==> src/sv/dtr_pkg.sv <==
`timescale 1ns / 1ps

package dtr_pkg;

  // Request kinds
  localparam logic [1:0] REQ_TICK  = 2'd0;
  localparam logic [1:0] REQ_READ  = 2'd1;
  localparam logic [1:0] REQ_WRITE = 2'd2;

  // Register selects
  localparam logic [1:0] SEL_DIV  = 2'd0;
  localparam logic [1:0] SEL_TIMA = 2'd1;
  localparam logic [1:0] SEL_TMA  = 2'd2;
  localparam logic [1:0] SEL_TAC  = 2'd3;

  // Overflow pending / reload window length in ticks
  localparam logic [2:0] PIPE_DELAY = 3'd4;
  localparam logic [7:0] TIMA_MAX   = 8'hFF;
  localparam logic [7:0] TAC_FILL   = 8'hF8;
  localparam logic [2:0] TAC_MASK   = 3'h7;

  typedef struct packed {
    logic [1:0] req_type;
    logic [1:0] reg_select;
    logic [7:0] write_data;
  } item_t;

  typedef struct packed {
    logic [7:0] read_data;
    logic       timer_irq;
  } result_t;

  typedef struct packed {
    logic [15:0] sys_cnt;
    logic [7:0]  tima;
    logic [7:0]  tma;
    logic [2:0]  tac;
    logic        ovf_wait;
    logic [2:0]  ovf_cnt;
    logic        reload_win;
    logic [2:0]  reload_cnt;
  } timer_state_t;

  // Enabled counter tap: bit 9, 3, 5 or 7 of the system counter
  function automatic logic count_input(input logic [15:0] cnt, input logic [2:0] ctl);
    logic tap;
    unique case (ctl[1:0])
      2'd0: tap = cnt[9];
      2'd1: tap = cnt[3];
      2'd2: tap = cnt[5];
      default: tap = cnt[7];
    endcase
    return ctl[2] & tap;
  endfunction

endpackage

==> src/sv/dtr_state.sv <==
`timescale 1ns / 1ps

module dtr_state (
  input  logic            clk,
  input  logic            rst,
  input  logic            fire,
  input  dtr_pkg::item_t  item,
  output dtr_pkg::result_t result
);
  import dtr_pkg::*;

  timer_state_t st;
  timer_state_t st_next;

  // One TIMA step, swallowed while overflow is pending or in reload window
  function automatic timer_state_t count_edge(input timer_state_t s);
    timer_state_t r;
    r = s;
    if (!s.ovf_wait && !s.reload_win) begin
      if (s.tima == TIMA_MAX) begin
        r.tima     = '0;
        r.ovf_wait = 1'b1;
        r.ovf_cnt  = PIPE_DELAY;
      end else begin
        r.tima = s.tima + 8'd1;
      end
    end
    return r;
  endfunction

  always_comb begin
    timer_state_t s;
    logic tap_old;
    logic after;
    logic irq;
    logic [7:0] rd;
    s       = st;
    irq     = 1'b0;
    rd      = '0;
    tap_old = count_input(st.sys_cnt, st.tac);
    after   = 1'b0;
    unique case (item.req_type)
      REQ_TICK: begin
        if (s.ovf_wait) begin
          if (s.ovf_cnt != 3'd0) begin
            s.ovf_cnt = s.ovf_cnt - 3'd1;
            if (s.ovf_cnt == 3'd0) begin
              s.ovf_wait   = 1'b0;
              s.reload_win = 1'b1;
              s.reload_cnt = PIPE_DELAY;
              s.tima       = s.tma;
              irq          = 1'b1;
            end
          end
        end else if (s.reload_win) begin
          if (s.reload_cnt != 3'd0) begin
            s.reload_cnt = s.reload_cnt - 3'd1;
            if (s.reload_cnt == 3'd0) begin
              s.reload_win = 1'b0;
            end
          end
        end
        s.sys_cnt = s.sys_cnt + 16'd1;
        after = count_input(s.sys_cnt, s.tac);
        if (tap_old && !after) begin
          s = count_edge(s);
        end
      end
      REQ_READ: begin
        unique case (item.reg_select)
          SEL_DIV:  rd = st.sys_cnt[15:8];
          SEL_TIMA: rd = st.tima;
          SEL_TMA:  rd = st.tma;
          default:  rd = TAC_FILL | {5'd0, st.tac};
        endcase
      end
      REQ_WRITE: begin
        unique case (item.reg_select)
          SEL_DIV: begin
            s.sys_cnt = '0;
            after = count_input(s.sys_cnt, s.tac);
            if (tap_old && !after) begin
              s = count_edge(s);
            end
          end
          SEL_TIMA: begin
            if (!s.reload_win) begin
              s.tima = item.write_data;
              if (s.ovf_wait) begin
                s.ovf_wait = 1'b0;
                s.ovf_cnt  = '0;
              end
            end
          end
          SEL_TMA: begin
            s.tma = item.write_data;
            if (s.reload_win) begin
              s.tima = item.write_data;
            end
          end
          default: begin
            s.tac = item.write_data[2:0] & TAC_MASK;
            after = count_input(s.sys_cnt, s.tac);
            if (tap_old && !after) begin
              s = count_edge(s);
            end
          end
        endcase
      end
      default: begin
        s = st;
      end
    endcase
    st_next          = s;
    result.read_data = rd;
    result.timer_irq = irq;
  end

  always_ff @(posedge clk) begin
    if (rst) begin
      st <= '0;
    end else if (fire) begin
      st <= st_next;
    end
  end

  // pending phase and reload window never overlap
  a_phase_excl: assert property (@(posedge clk) disable iff (rst)
    !(st.ovf_wait && st.reload_win))
    else $error("overflow pending and reload window both active");

  // countdowns stay live exactly while their phase is active
  a_ovf_cnt: assert property (@(posedge clk) disable iff (rst)
    st.ovf_wait == (st.ovf_cnt != 3'd0))
    else $error("overflow countdown out of step with pending flag");

  a_reload_cnt: assert property (@(posedge clk) disable iff (rst)
    !st.reload_win || (st.reload_cnt != 3'd0))
    else $error("reload window open with empty countdown");

  // an interrupt beat opens the reload window with TMA loaded into TIMA
  a_irq_reload: assert property (@(posedge clk) disable iff (rst)
    (fire && result.timer_irq) |=> (st.reload_win && st.reload_cnt == PIPE_DELAY
                                   && st.tima == $past(st.tma)))
    else $error("interrupt without reload");

endmodule

==> src/sv/divider_timer_with_reload_core.sv <==
`timescale 1ns / 1ps

// Divider/timer with reload (DIV, TIMA, TMA, TAC). Every input beat is a
// timer tick, a register read, a register write or an unused code that
// changes nothing, and every beat yields exactly one result beat (read_data,
// timer_irq). Throughput is one beat per clock while the output side is not
// stalled: an input register feeds the timer state update, which fills an
// output register, and the result beat is taken once it is valid and the
// output side is not stalled. The single state update path between the input
// and output registers sets that rate. A stall on the output side holds the
// result and backs up into the input register, so at most two beats sit
// inside the block. TIMA overflow reads as zero for four ticks, then reloads
// from TMA and flags timer_irq on that tick's result.
module divider_timer_with_reload_core (
  input  logic       clk,
  input  logic       rst,
  input  logic       in_valid,
  output logic       in_stall,
  input  logic [1:0] req_type,
  input  logic [1:0] reg_select,
  input  logic [7:0] write_data,
  output logic       out_valid,
  input  logic       out_stall,
  output logic [7:0] read_data,
  output logic       timer_irq
);
  import dtr_pkg::*;

  // input register
  logic    in_full;
  item_t   in_item;
  // output register
  result_t res;
  result_t res_comb;

  logic out_free;
  logic advance;
  logic in_take;

  // output slot opens when empty or being drained this cycle
  assign out_free = !out_valid || !out_stall;
  assign advance  = in_full && out_free;
  assign in_stall = in_full && !out_free;
  assign in_take  = in_valid && !in_stall;

  always_ff @(posedge clk) begin
    if (rst) begin
      in_full <= 1'b0;
    end else if (in_take) begin
      in_full <= 1'b1;
    end else if (advance) begin
      in_full <= 1'b0;
    end
  end

  always_ff @(posedge clk) begin
    if (in_take) begin
      in_item <= '{req_type: req_type, reg_select: reg_select, write_data: write_data};
    end
  end

  // state update: commits when the beat moves into the output register
  dtr_state u_state (
    .clk    (clk),
    .rst    (rst),
    .fire   (advance),
    .item   (in_item),
    .result (res_comb)
  );

  always_ff @(posedge clk) begin
    if (rst) begin
      out_valid <= 1'b0;
    end else if (out_free) begin
      out_valid <= advance;
    end
  end

  always_ff @(posedge clk) begin
    if (advance) begin
      res <= res_comb;
    end
  end

  assign read_data = res.read_data;
  assign timer_irq = res.timer_irq;

  // a held result beat keeps its payload
  a_out_hold: assert property (@(posedge clk) disable iff (rst)
    (out_valid && out_stall) |=> (out_valid && $stable(read_data) && $stable(timer_irq)))
    else $error("stalled result changed");

  // the input register only blocks when the output side is backed up
  a_stall_cause: assert property (@(posedge clk) disable iff (rst)
    in_stall |-> (out_valid && out_stall && in_full))
    else $error("input stalled without output backpressure");

  // every advanced beat shows up as a valid result
  a_advance_out: assert property (@(posedge clk) disable iff (rst)
    advance |=> out_valid)
    else $error("advanced beat lost");

endmodule

==> config.mk <==
export PLATFORM = sky130hd
export DESIGN_NAME = divider_timer_with_reload_core
export DESIGN_NICKNAME = d
export VERILOG_FILES = /design/src/sv/dtr_pkg.sv /design/src/sv/dtr_state.sv /design/src/sv/divider_timer_with_reload_core.sv
export SDC_FILE = /design/constraint.sdc
export NUM_CORES = 1
export LEC_CHECK = 0
export BUFFER_PORTS_ARGS = -buffer_cell sky130_fd_sc_hd__buf_2
export CAP_MARGIN = 10
export CORE_AREA = 2 2 120 64
export CTS_BUF_LIST = sky130_fd_sc_hd__clkbuf_8
export DETAILED_ROUTE_END_ITERATION = 7
export DIE_AREA = 0 0 122 66
export HOLD_SLACK_MARGIN = 0.03
export PLACE_DENSITY = 0.77
export SLEW_MARGIN = 20
export SYNTH_ARGS = -nofsm -noshare
export SYNTH_HDL_FRONTEND = slang
export SYNTH_HIERARCHICAL = 1
export SYNTH_SLANG_ARGS = --single-unit
==> constraint.sdc <==
create_clock -name clk -period 3.2 [get_ports clk]
set_clock_uncertainty 0.1 [all_clocks]
set_input_delay 0.32 -clock clk [delete_from_list [all_inputs] [get_ports clk]]
set_output_delay 0.32 -clock clk [all_outputs]
set_load 0.05 [all_outputs]
==> impl_metrics.py <==
metrics = {
    "setup_path": {
        "cp.required_ns": 3.30,
        "crit_slowest_cell": "or3_4",
        "reg2reg_depth": 14,
        "cp.depth": 14,
        "arrival_ns": 3.20,
        "crit_start": "u_state/st[5]",
        "worstPathCellList": "inv_1 -> ha_1 -> or3_4 -> a21oi_4 -> buf_4 -> nand2_1 -> nand2_1 -> ha_2 -> and3_4 -> and2_4 -> nand2_2 -> a21bo_2 -> a211oi_1 -> o41ai_1",
        "endpoint_kind": "flop",
        "reg2reg_from": "u_state/st[5]",
        "crit_fanout": 5,
        "crit_top_cell": "nand2_1",
        "crit_buf_inv": 2,
        "critical_path_class": "flop to flop",
        "crit_path_start_kind": "flop",
        "cpLargestDelayFamily": "simple AND/OR/NAND/NOR gates",
        "critPathMaxStageDelay_ns": 0.40,
    },
    "grt": {
        "track_usage_pct": 28.68,
        "grt_pass1_wl_um": 17390,
        "first_global_vias": 3429,
        "grt_max_degree": 24,
        "antenna_found_initial": 0,
        "grt_overflow": 0,
    },
    "drt": {
        "drtAntennaViolNets": 0,
        "drc_errors": 0,
        "routed-wl-met3_um": 1466,
        "avgRoutedWirePerCell_um": 18.88,
        "wl_met1_um": 4790,
        "first_pass_iters": 7,
        "drtIter0Drc": 650,
        "highest_layer": "met4",
        "detail_route.wirelength_um": 11120,
        "via_per_inst": 6.301,
        "num_vias": 3711,
        "wl_met2_um": 4700,
    },
    "synth": {
        "synth-edff-count": 21,
        "synth-simple-area-share_pct": 22.19,
        "ys_async_sr_fraction_pct": 0,
        "ys_ff_latch": 66,
        "synth_top_flop_cell": "dfxtp_1",
        "syn_inst": 452,
        "syn_avg_cell_area_um2": 8.559,
        "synth_compound_area_share_pct": 20.63,
        "synthAdderAreaFrac_pct": 3.558,
        "ys_types": 67,
        "synth_top_area_cell": "dfxtp_1",
        "synth_top_family_by_area": "simple AND/OR/NAND/NOR gates",
        "ys_top_cells_by_area": "dfxtp_1 23%, edfxtp_1 16%, nor2_1 5.8%, a21oi_1 5.0%, mux2i_1 4.7%",
        "synth_mux_area_share_pct": 6.113,
        "synth.net_count": 479,
        "synth-xor-area-share_pct": 3.169,
        "synth_top_cell_area_share_pct": 23.29,
        "ys_seq_area_share_pct": 39.59,
        "ys_warn_count": 6,
        "netlist_area_um2": 3869,
    },
    "timing": {
        "setup-tns-final_ns": 0,
        "worst_slew_pin_slew_ns": 0.9129,
        "hold_viol": 0,
        "post-route-min-period_ns": 3.107,
        "fmax_mhz": 321.8,
        "slew_headroom_pct": 39.14,
        "setup_viol": 0,
        "finalCritPeriodShare_pct": 97.10,
        "rsz0062_at_grt": "false",
        "drv_slew": 0,
    },
    "die": {
        "initial_core_util_pct": 55.12,
        "dieArea_um2": 8052,
        "die_w_um": 122,
        "fp-row-count": 22,
        "io_pins": 27,
        "core_area_um2": 7019,
        "fp.dieH_um": 66,
    },
    "worst_hold_path": {
        "min_path_cells": 1,
        "min_path_type": "input pin to flop",
        "hp-start": "write_data[3]",
    },
    "place": {
        "gp_congestion": 0.9638,
        "dp_hpwl_um": 7964,
        "portBuffers": 26,
    },
    "layout": {
        "nets": 515,
        "syn_to_final_growth_pct": 14.78,
        "post_route_cells_drive_above_1_share_pct": 16.43,
        "n_antenna_cell": 0,
    },
    "clocking": {
        "cts-root-buf": "clkbuf_8",
        "path_clk_slew_ns": 0.08,
        "htree_levels": 3,
        "clk_latency_ns": 0.36,
        "cts_num_sinks": 66,
        "cts_tree": "built",
        "cts_buffers": 9,
        "cts_buffer_depth": 2,
    },
    "pwr": {
        "cellPowerDensity_nw_per_um2": 394.2,
        "vdd_drop_max_uv": 291.5,
        "p_leak_nw": 1.579,
        "power.total_mw": 1.750,
    },
    "outcome": {
        "outcome": "finished clean",
    },
    "flow_run": {
        "max_cap_viol_count": 0,
    },
}
layout make-up:
cell class / instances / area (µm²)
Fill cell: 579 / 2579
Multi-Input combinational cell: 342 / 2191
Sequential cell: 66 / 1533
Timing Repair Buffer: 52 / 350.3
Clock buffer: 9 / 123.9
Tap cell: 96 / 120.1
Inverter: 17 / 63.81
Clock inverter: 7 / 58.81
cell usage after synthesis (3+ instances only):
library cell   n
buf_2          5
xor2_1         4
and3_1        10
a21oi_2        3
mux2i_1       18
nand2_1       43
and4_1         3
a211oi_1       5
nor3_1        13
xnor2_1       10
and2_1         4
nand2b_1       5
a222oi_1       3
nor3b_1        3
nand4_1        7
a211o_1        3
nor2_1        60
o21ai_0       20
nand3b_1       3
or3_1          4
a21o_1         3
dfxtp_1       45
nand3_1       11
nor4_1         3
clkbuf_1      19
edfxtp_1      21
a21oi_1       39
a31oi_1        4
a22oi_1        9
inv_1         17
ha_1          11
where the power goes:
part / internal [mW] / switching [mW]
clock network: 0.294 / 0.379
logic: 0.0585 / 0.110
registers: 0.884 / 0.0246
placed cells by master (no fill, tap or decap), drive strengths merged, types with 4 or more instances in the layout:
cell / n
a211oi: 5
a21oi: 42
a22oi: 9
a31oi: 4
and2: 4
and3: 11
buf: 42
clkbuf: 9
dfxtp: 45
dlygate4sd3: 10
edfxtp: 21
ha: 11
inv: 22
mux2i: 18
nand2: 44
nand2b: 5
nand3: 12
nand4: 7
nor2: 60
nor3: 13
o21ai: 21
or3: 4
xnor2: 10
xor2: 4
worst reg2reg max path, delay by kind of cell, from the launching register on:
family	cells	cell delay (ns)
AOI/OAI and AO/OA	4	0.79
adders and majority gates	2	0.43
buffers and inverters	2	0.25
DFF	1	0.36
and+or+nand+nor	6	1.02
path summary, 6_finish.rpt:
| check | to | slack, ns |
|---|---|---|
| hold reg to reg | u_state/st[4] | 0.39 |
| setup reg to reg | u_state/st[24] | 0.09 |
| setup / recovery | u_state/st[24] | 0.09 |
| hold / removal | in_item[3] | 0.05 |
routing by layer:
layer  vias to the layer above  GRT usage, %
li1                       1717             -
met1                      1714         40.30
met2                       253         42.46
met3                        27         9.569
met4                         0         7.040
met5                         -             0
registers in the layout, summed over array words and instances (netlist names):
signal and flops:
in_full 1, in_item 12, out_valid 1, read_data 8
timer_irq 1, u_state/st 43
stage by stage:
step / instance area [µm²] / hold WS (ns) / worst slack (ns) / utilization, % / cells
final: 4441 / 0.04639 / 0.09274 / 63.26 / 589
after global placement: 4111 / 0.3702 / 0.1897 / 58.57 / 562
after detailed placement: 4111 / 0.3893 / -0.02212 / 58.57 / 562
after CTS: 4383 / 0.03216 / 0.02800 / 62.44 / 587
after floorplan: 3869 / 0.2824 / 0.06154 / - / 452
after global routing: 4441 / 0.03020 / 0.007430 / 63.26 / 589
cells by family (layout without fill, tap and decap cells):
kind of cell,Yosys count,after routing
mux,21,21
buf+inv,44,85
fa+ha+maj,11,11
simple gates,178,178
flops,66,66
xor+xnor,14,14
compound gates,118,118
timing repair:
action | 4_1_cts | 5_1_grt
resized for setup | 1 | 10
pin swaps | 1 | 2
setup endpoints to repair | 2 | 9
hold buffers | 8 | 2
endpoints found under the hold margin | 8 | 2
setup buffers | 1 | 0
No activity file was read; power rests on OpenSTA's default activity.
